## src/hdl/char_lcd_stream_to_nibbles_macros.svh

```systemverilog
// Assertion macros for the character LCD stream driver.
`ifndef CHAR_LCD_STREAM_TO_NIBBLES_MACROS_SVH
`define CHAR_LCD_STREAM_TO_NIBBLES_MACROS_SVH

// Same-cycle implication, checked out of reset.
`define CLCD_ASSERT_IMPLY(label, clk, rstn, ante, cons) \
    label: assert property (@(posedge clk) disable iff (!rstn) (ante) |-> (cons)) \
        else $error("assertion failed");

// Next-cycle implication, checked out of reset.
`define CLCD_ASSERT_NEXT(label, clk, rstn, ante, cons) \
    label: assert property (@(posedge clk) disable iff (!rstn) (ante) |=> (cons)) \
        else $error("assertion failed");

`endif

```

## src/hdl/clcd_pkg.sv

```systemverilog
// Package: shared types and constants of the character LCD stream driver.
`default_nettype none
package clcd_pkg;

    // Control characters of the text stream
    localparam logic [7:0] CHR_BACKSPACE = 8'h08;
    localparam logic [7:0] CHR_NEWLINE   = 8'h0A;
    localparam logic [7:0] CHR_VTAB      = 8'h0B;
    localparam logic [7:0] CHR_FORMFEED  = 8'h0C;
    localparam logic [7:0] CHR_CR        = 8'h0D;

    // Display commands
    localparam logic [7:0] CMD_CLEAR        = 8'h01;
    localparam logic [7:0] CMD_LINE_TWO     = 8'hC0;
    localparam logic [7:0] CMD_SCROLL_LEFT  = 8'h18;
    localparam logic [7:0] CMD_SCROLL_RIGHT = 8'h1C;
    localparam logic [7:0] CMD_SET_ADDR     = 8'h80;
    localparam logic [7:0] ROW_STRIDE       = 8'h40;

    // Register select values
    localparam logic RS_COMMAND = 1'b0;
    localparam logic RS_DATA    = 1'b1;

    // Configuration
    localparam int          MAX_COL_W       = 6;
    localparam logic [5:0]  MAX_COLUMN_RESET = 6'd16;
    localparam logic        REG_MAX_COLUMN  = 1'b0;   // word index of max_column

    // One register write on the display bus
    typedef struct packed {
        logic       rs;
        logic [7:0] value;
    } byte_wr_t;

    // Escape sequencer states
    typedef enum logic [2:0] {
        ESC_IDLE   = 3'b001,
        ESC_COLUMN = 3'b010,
        ESC_ROW    = 3'b100
    } esc_state_t;

endpackage
`default_nettype wire

```

## src/hdl/clcd_cfg.sv

```systemverilog
// Configuration register block: APB-style access to max_column.
`default_nettype none
module clcd_cfg (
    input  wire logic        aclk,
    input  wire logic        aresetn,
    input  wire logic        psel,
    input  wire logic        penable,
    input  wire logic        pwrite,
    input  wire logic [2:0]  paddr,
    input  wire logic [31:0] pwdata,
    output logic [31:0]      prdata,
    output logic             pready,
    output logic [clcd_pkg::MAX_COL_W-1:0] max_column
);

    logic [clcd_pkg::MAX_COL_W-1:0] max_column_reg;
    logic [clcd_pkg::MAX_COL_W-1:0] max_column_next;
    logic                           hit;

    assign pready = 1'b1;
    assign hit    = (paddr[2] == clcd_pkg::REG_MAX_COLUMN);

    always_comb begin
        max_column_next = max_column_reg;
        if (psel && penable && pwrite && pready && hit) begin
            max_column_next = pwdata[clcd_pkg::MAX_COL_W-1:0];
        end
    end

    always_ff @(posedge aclk) begin
        if (!aresetn) begin
            max_column_reg <= clcd_pkg::MAX_COLUMN_RESET;
        end else begin
            max_column_reg <= max_column_next;
        end
    end

    always_comb begin
        prdata = '0;
        if (hit) begin
            prdata = {{(32-clcd_pkg::MAX_COL_W){1'b0}}, max_column_reg};
        end
    end

    assign max_column = max_column_reg;

endmodule
`default_nettype wire

```

## src/hdl/clcd_decode.sv

```systemverilog
// Input register, escape sequencer and byte-to-command decode.
`default_nettype none
module clcd_decode (
    input  wire logic        aclk,
    input  wire logic        aresetn,
    input  wire logic        s_tvalid,
    output logic             s_tready,
    input  wire logic [7:0]  s_tdata,
    input  wire logic [clcd_pkg::MAX_COL_W-1:0] max_column,
    input  wire logic        out_free,
    output logic             wr_load,
    output clcd_pkg::byte_wr_t wr
);

    logic                 in_valid_reg;
    logic                 in_valid_next;
    logic [7:0]           byte_reg;
    logic [7:0]           byte_next;
    clcd_pkg::esc_state_t esc_reg;
    clcd_pkg::esc_state_t esc_next;
    logic [7:0]           col_reg;
    logic [7:0]           col_next;

    logic                 yields;
    logic                 advance;
    logic [7:0]           col_dec;
    logic [7:0]           col_clip;
    logic                 row_bit;
    logic [7:0]           cursor_cmd;

    // Cursor address: decrement, clip, add line offset
    always_comb begin
        col_dec  = col_reg - 8'd1;
        col_clip = (col_dec > {2'b00, max_column}) ? {2'b00, max_column} : col_dec;
        row_bit  = (byte_reg != 8'd1);
        cursor_cmd = clcd_pkg::CMD_SET_ADDR + col_clip
                   + (row_bit ? clcd_pkg::ROW_STRIDE : 8'h00);
    end

    always_comb begin
        yields   = 1'b1;
        esc_next = clcd_pkg::ESC_IDLE;
        col_next = col_reg;
        wr.rs    = clcd_pkg::RS_COMMAND;
        wr.value = byte_reg;
        unique case (esc_reg)
            clcd_pkg::ESC_COLUMN: begin
                yields   = 1'b0;
                col_next = byte_reg;
                esc_next = clcd_pkg::ESC_ROW;
            end
            clcd_pkg::ESC_ROW: begin
                wr.value = cursor_cmd;
            end
            default: begin
                case (byte_reg)
                    clcd_pkg::CHR_CR:        wr.value = clcd_pkg::CMD_CLEAR;
                    clcd_pkg::CHR_NEWLINE:   wr.value = clcd_pkg::CMD_LINE_TWO;
                    clcd_pkg::CHR_FORMFEED:  wr.value = clcd_pkg::CMD_SCROLL_LEFT;
                    clcd_pkg::CHR_BACKSPACE: wr.value = clcd_pkg::CMD_SCROLL_RIGHT;
                    clcd_pkg::CHR_VTAB: begin
                        yields   = 1'b0;
                        esc_next = clcd_pkg::ESC_COLUMN;
                    end
                    default: begin
                        wr.rs = clcd_pkg::RS_DATA;
                    end
                endcase
            end
        endcase
    end

    assign advance  = in_valid_reg && (!yields || out_free);
    assign wr_load  = in_valid_reg && yields && out_free;
    assign s_tready = !in_valid_reg || advance;

    always_comb begin
        in_valid_next = in_valid_reg;
        byte_next     = byte_reg;
        if (s_tvalid && s_tready) begin
            in_valid_next = 1'b1;
            byte_next     = s_tdata;
        end else if (advance) begin
            in_valid_next = 1'b0;
        end
    end

    always_ff @(posedge aclk) begin
        if (!aresetn) begin
            in_valid_reg <= 1'b0;
            esc_reg      <= clcd_pkg::ESC_IDLE;
            col_reg      <= 8'h00;
        end else begin
            in_valid_reg <= in_valid_next;
            if (advance) begin
                esc_reg <= esc_next;
                col_reg <= col_next;
            end
        end
    end

    always_ff @(posedge aclk) begin
        byte_reg <= byte_next;
    end

endmodule
`default_nettype wire

```

## src/hdl/clcd_nib_out.sv

```systemverilog
// Output register: sends one byte write as two nibble transfers.
`default_nettype none
module clcd_nib_out (
    input  wire logic        aclk,
    input  wire logic        aresetn,
    input  wire logic        wr_load,
    input  wire clcd_pkg::byte_wr_t wr,
    output logic             out_free,
    output logic             m_tvalid,
    input  wire logic        m_tready,
    output logic [7:0]       m_tdata,
    output logic             m_tuser,
    output logic             m_tlast
);

    logic                 valid_reg;
    logic                 valid_next;
    logic                 lo_reg;
    logic                 lo_next;
    clcd_pkg::byte_wr_t   wr_reg;
    clcd_pkg::byte_wr_t   wr_next;

    // Free once empty or while the low nibble leaves
    assign out_free = !valid_reg || (lo_reg && m_tready);

    always_comb begin
        valid_next = valid_reg;
        lo_next    = lo_reg;
        wr_next    = wr_reg;
        if (wr_load) begin
            valid_next = 1'b1;
            lo_next    = 1'b0;
            wr_next    = wr;
        end else if (valid_reg && m_tready) begin
            if (lo_reg) begin
                valid_next = 1'b0;
            end else begin
                lo_next = 1'b1;
            end
        end
    end

    always_ff @(posedge aclk) begin
        if (!aresetn) begin
            valid_reg <= 1'b0;
            lo_reg    <= 1'b0;
        end else begin
            valid_reg <= valid_next;
            lo_reg    <= lo_next;
        end
    end

    always_ff @(posedge aclk) begin
        wr_reg <= wr_next;
    end

    assign m_tvalid = valid_reg;
    assign m_tdata  = {4'h0, (lo_reg ? wr_reg.value[3:0] : wr_reg.value[7:4])};
    assign m_tuser  = wr_reg.rs;
    assign m_tlast  = lo_reg;

endmodule
`default_nettype wire

```

## src/hdl/char_lcd_stream_to_nibbles.sv

```systemverilog
// Top level of the character LCD stream driver.
`default_nettype none
`include "char_lcd_stream_to_nibbles_macros.svh"
// Turns a stream of text bytes into 4-bit display bus writes. Each byte that
// produces a write yields two transfers on the m_ side, high nibble first,
// both carrying the same register-select bit on m_tuser; m_tlast marks the
// low nibble. Carriage return clears the display, newline jumps to the start
// of line two, form feed and backspace scroll left and right, and vertical tab
// starts a cursor escape: the tab and the column byte after it produce no
// transfer of their own, and the row byte sends the set-address command. Every
// other byte is written as character data. Timing: a byte enters an input
// register, is decoded combinationally and is loaded into the output register
// once that register is free; the first nibble is then offered from the output
// register. The output register drains each byte write as two nibble
// transfers, which limits the sustained byte rate; escape bytes that produce
// nothing pass without waiting for the output register. A new byte is taken
// while the previous write is still draining.
// max_column sits at APB address 0 and resets to 16.
module char_lcd_stream_to_nibbles (
    input  wire logic        aclk,
    input  wire logic        aresetn,
    // text input
    input  wire logic        s_tvalid,
    output logic             s_tready,
    input  wire logic [7:0]  s_tdata,   // [7:0] text_byte
    // nibble output
    output logic             m_tvalid,
    input  wire logic        m_tready,
    output logic [7:0]       m_tdata,   // [3:0] nibble, [7:4] zero
    output logic             m_tuser,   // [0] register_select
    output logic             m_tlast,   // last_of_byte
    // configuration
    input  wire logic        psel,
    input  wire logic        penable,
    input  wire logic        pwrite,
    input  wire logic [2:0]  paddr,
    input  wire logic [31:0] pwdata,
    output logic [31:0]      prdata,
    output logic             pready
);

    logic [clcd_pkg::MAX_COL_W-1:0] max_column;
    logic                           out_free;
    logic                           wr_load;
    clcd_pkg::byte_wr_t             wr;
    logic                           hi_xfer;

    // Register block
    clcd_cfg u_cfg (
        .aclk       (aclk),
        .aresetn    (aresetn),
        .psel       (psel),
        .penable    (penable),
        .pwrite     (pwrite),
        .paddr      (paddr),
        .pwdata     (pwdata),
        .prdata     (prdata),
        .pready     (pready),
        .max_column (max_column)
    );

    // Hold the incoming byte, run the escape sequencer, pick the command
    clcd_decode u_decode (
        .aclk       (aclk),
        .aresetn    (aresetn),
        .s_tvalid   (s_tvalid),
        .s_tready   (s_tready),
        .s_tdata    (s_tdata),
        .max_column (max_column),
        .out_free   (out_free),
        .wr_load    (wr_load),
        .wr         (wr)
    );

    // Split each byte write into two nibble transfers
    clcd_nib_out u_nib_out (
        .aclk     (aclk),
        .aresetn  (aresetn),
        .wr_load  (wr_load),
        .wr       (wr),
        .out_free (out_free),
        .m_tvalid (m_tvalid),
        .m_tready (m_tready),
        .m_tdata  (m_tdata),
        .m_tuser  (m_tuser),
        .m_tlast  (m_tlast)
    );

    // High nibble transfer
    assign hi_xfer = m_tvalid && m_tready && !m_tlast;

    // The low nibble follows the high nibble at once, same register select
    `CLCD_ASSERT_NEXT(a_lo_follows, aclk, aresetn, hi_xfer, m_tvalid && m_tlast)
    `CLCD_ASSERT_NEXT(a_rs_kept, aclk, aresetn, hi_xfer, m_tuser == $past(m_tuser))
    // Input stalls only behind a busy output register
    `CLCD_ASSERT_IMPLY(a_stall_cause, aclk, aresetn, !s_tready, m_tvalid)

endmodule
`default_nettype wire
```

## config.mk

```make
export PLATFORM = sky130hd
export DESIGN_NAME = char_lcd_stream_to_nibbles
export DESIGN_NICKNAME = d
export VERILOG_FILES = /design/src/hdl/clcd_pkg.sv /design/src/hdl/clcd_cfg.sv /design/src/hdl/clcd_decode.sv /design/src/hdl/clcd_nib_out.sv /design/src/hdl/char_lcd_stream_to_nibbles.sv
export VERILOG_INCLUDE_DIRS = /design/src /design/src/hdl
export SDC_FILE = /design/constraint.sdc
export NUM_CORES = 1
export LEC_CHECK = 0
export BUFFER_PORTS_ARGS = -buffer_cell sky130_fd_sc_hd__clkbuf_2
export CORE_ASPECT_RATIO = 1.25
export CORE_MARGIN = 3
export CORE_UTILIZATION = 48
export CTS_CLUSTER_DIAMETER = 80
export DETAILED_ROUTE_END_ITERATION = 10
export PLACE_DENSITY = 0.8
export SLEW_MARGIN = 5
export SYNTH_ARGS = -nofsm -noshare
export SYNTH_HDL_FRONTEND = slang
export SYNTH_SLANG_ARGS = --single-unit
```

## constraint.sdc

```tcl
create_clock -name aclk -period 2.8 [get_ports aclk]
set_clock_uncertainty 0.05 [all_clocks]
set_input_delay 0.42 -clock aclk [delete_from_list [all_inputs] [get_ports aclk]]
set_output_delay 0.42 -clock aclk [all_outputs]
set_load 0.03 [all_outputs]
```

==> results.yml <==
placement:
  portBuffers: 35
  dpl.hpwl_um: 3330
  placedCellCount: 339
  gp_congestion: 0.825
floorplanning:
  die_w_um: 67.8
  io_pins: 95
  core_mm2: 0.00449
  start_util: 0.510
  num_rows: 27
  die_h_um: 83.2
  die-area_mm2: 0.00564
finish:
  final_cell_mix: "35 x clkbuf_2, 32 x nand2_1, 32 x conb_1"
  fillCellCount: 425
  multi_input_area_mm2: 0.00121
  fin_util: 0.569
  seq_area_um2: 912
  antenna_cells: 0
  nets: 346
  drive_gt1_frac: 0.215
  layout_commonest_cell: "clkbuf_2"
  layout-area-overhead-vs-synth_pct: 11.6
  stdcell_count: 347
setup_path:
  endpoint_kind: "register"
  cp_cell_sequence: "inv_1, ha_1, nor2b_4, and2b_2, xor2_2, ha_1, o21a_1, o22ai_1, a31o_2, nand3_2, o221a_1"
  reg2reg_depth: 11
  path_common_cell: "ha_1"
  critical_path.endpoint: "u_nib_out.wr_reg[4]"
  critPathSlowestCell: "dfxtp_1"
  path_buf_inv: 1
  cpPeakStageDelay_ps: 360
  critPathMaxFanout: 7
  crit_cells: 11
  crit_path_start_kind: "register"
  critical_path_class: "reg2reg"
  crit_family: "compound AO/OA/AOI/OAI gates"
  r2r-end: "u_nib_out.wr_reg[4]"
  r2r-start: "u_decode.col_reg[1]"
  cp.arrival_ps: 2630
  critPathLaunch: "u_decode.col_reg[1]"
  rrSetupSlack_ps: 170
  crit_required_ps: 2800
cts:
  root_buffer: "clkbuf_8"
  clockBufferDepth: 2
  cts_tree: "yes"
  clkSinkCount: 37
  postCtsSetupBuffers: 0
  cts_hold_buf: 0
  path_clk_slew_ps: 80
  cts_buffers: 5
  cts_htree_levels: 2
  clk_latency_ps: 290
sta:
  max_slew_margin: 0.473
  tns_ps: 0
  setup_violations: 0
  tightest_slew_ps: 790
  timing.fmax_mhz: 380
  finalCritPeriodShare: 0.941
  finalCriticalPeriod_ps: 2630
  finalHoldViolations: 0
  drv_slew: 0
  rsz0062_at_grt: "false"
job:
  drv_cap: 0
yosys:
  synth_seq_cells: 37
  netlist_area_mm2: 0.00229
  synth-edff-count: 17
  syn-instance-count: 249
  avgSynthCellArea_um2: 9.20
  ys_async_sr_fraction: 0
  yosys_warnings: 0
  ys_types: 50
  post-synth-top-area-cell: "edfxtp_1"
  seq_area_frac_synth: 0.398
  synth_area_leaders: "edfxtp_1 22%, dfxtp_1 17%, buf_4 10%, nand2_1 5.2%, ha_1 4.4%"
  synth_top_area_frac: 0.223
  ys.flop_type: "dfxtp_1"
route:
  vias: 1740
  dr.pass1.iters: 4
  wl_per_cell_um: 12.2
  drtIter0Drc: 48
  routed_wl_um: 4220
  drc: 0
  routed_via_density: 5.01
  drtAntennaViolNets: 0
min_path:
  hp-class: "in2reg"
power_and_ir_drop:
  p_leak_nw: 1.08
  p_per_area_mw_per_mm2: 477
  irDropWorstVdd_uv: 517
  report.power.total_mw: 1.22
global_route:
  antenna_found_initial: 0
  grt_pass1_wl_um: 7200
  first_global_vias: 1670
  grt_max_degree: 22
  grtUsageTotal: 0.164
  grt.overflow.total: 0
run_status:
  status: "finished clean"
==> cell type report <==
cell class | count | area share
Sequential cell | 37 | 0.357
Clock inverter | 3 | 0.0181
Tap cell | 58 | 0.0284
Multi-Input combinational cell | 195 | 0.475
Clock buffer | 5 | 0.0269
Timing Repair Buffer | 39 | 0.0803
Inverter | 10 | 0.0147
==> layer usage <==
| metal | share of wire | vias to the layer above | track usage | routed length (µm) |
|---|---|---|---|---|
| met2 | 0.54 | 40 | 0.293 | 2280 |
| li1 | - | 889 | - | - |
| met1 | 0.39 | 805 | 0.180 | 1670 |
| met4 | 0.014 | 0 | 0.0579 | 58 |
| met5 | 0 | - | 0 | 0 |
| met3 | 0.052 | 6 | 0.0406 | 218 |
==> cells in the mapped netlist, types with 4 or more instances <==
cell type,n
edfxtp_1,17
clkbuf_1,6
nor2b_1,10
o21ai_0,4
mux2i_1,7
buf_4,31
mux2_2,4
dfxtp_1,20
ha_1,8
inv_1,10
nor2_1,22
nand4_1,4
nand2_1,32
nand3_1,8
xor2_1,4
nand2b_1,4
a21oi_1,6
a21boi_0,9
==> worst min path at each step <==
| stage | start | end | slack [ps] | depth (start not counted) |
|---|---|---|---|---|
| CTS | s_tdata[0] | u_decode.byte_reg[0] | 240 | 1 |
| finish | s_tdata[0] | u_decode.byte_reg[0] | 250 | 1 |
| global placement | u_nib_out.m_tvalid | u_nib_out.m_tlast | 420 | 2 |
| detailed placement | u_nib_out.m_tvalid | u_nib_out.m_tlast | 420 | 2 |
| floorplan | u_decode.col_reg[1] | u_decode.col_reg[1] | 410 | 2 |
| global route | s_tdata[0] | u_decode.byte_reg[0] | 230 | 1 |
==> metrics by stage <==
step | hold slack [ps] | area (µm²) | setup WS (ps)
finish | 245 | 2560 | 166
global route | 225 | 2560 | 25.4
CTS | 236 | 2540 | 39.7
detailed placement | 424 | 2420 | 63.5
global placement | 421 | 2420 | 120
floorplan | 407 | 2400 | 286
==> where the power goes <==
group          switching, mW  internal, mW  total [mW]  leakage (nW)
registers             0.0174         0.586       0.604         0.323
clock network          0.194         0.266       0.460        0.0543
logic                  0.112        0.0427       0.154         0.699
==> cell families after synthesis <==
family	count (synthesis)	share of synthesized area
DFF	37	0.398
muxes	12	0.0568
buffers and inverters	47	0.128
adders and majority gates	8	0.0437
xor gates and xnor gates	6	0.0230
and+or+nand+nor	95	0.208
AOI/OAI and AO/OA	42	0.140
other	2	0.00328
==> timing repair <==
action | in CTS | in global routing
endpoints found under the setup margin | 0 | 6
gates resized for setup | 0 | 5
endpoints found under the hold margin | 0 | 0
No activity file was read; power rests on OpenSTA's default activity.
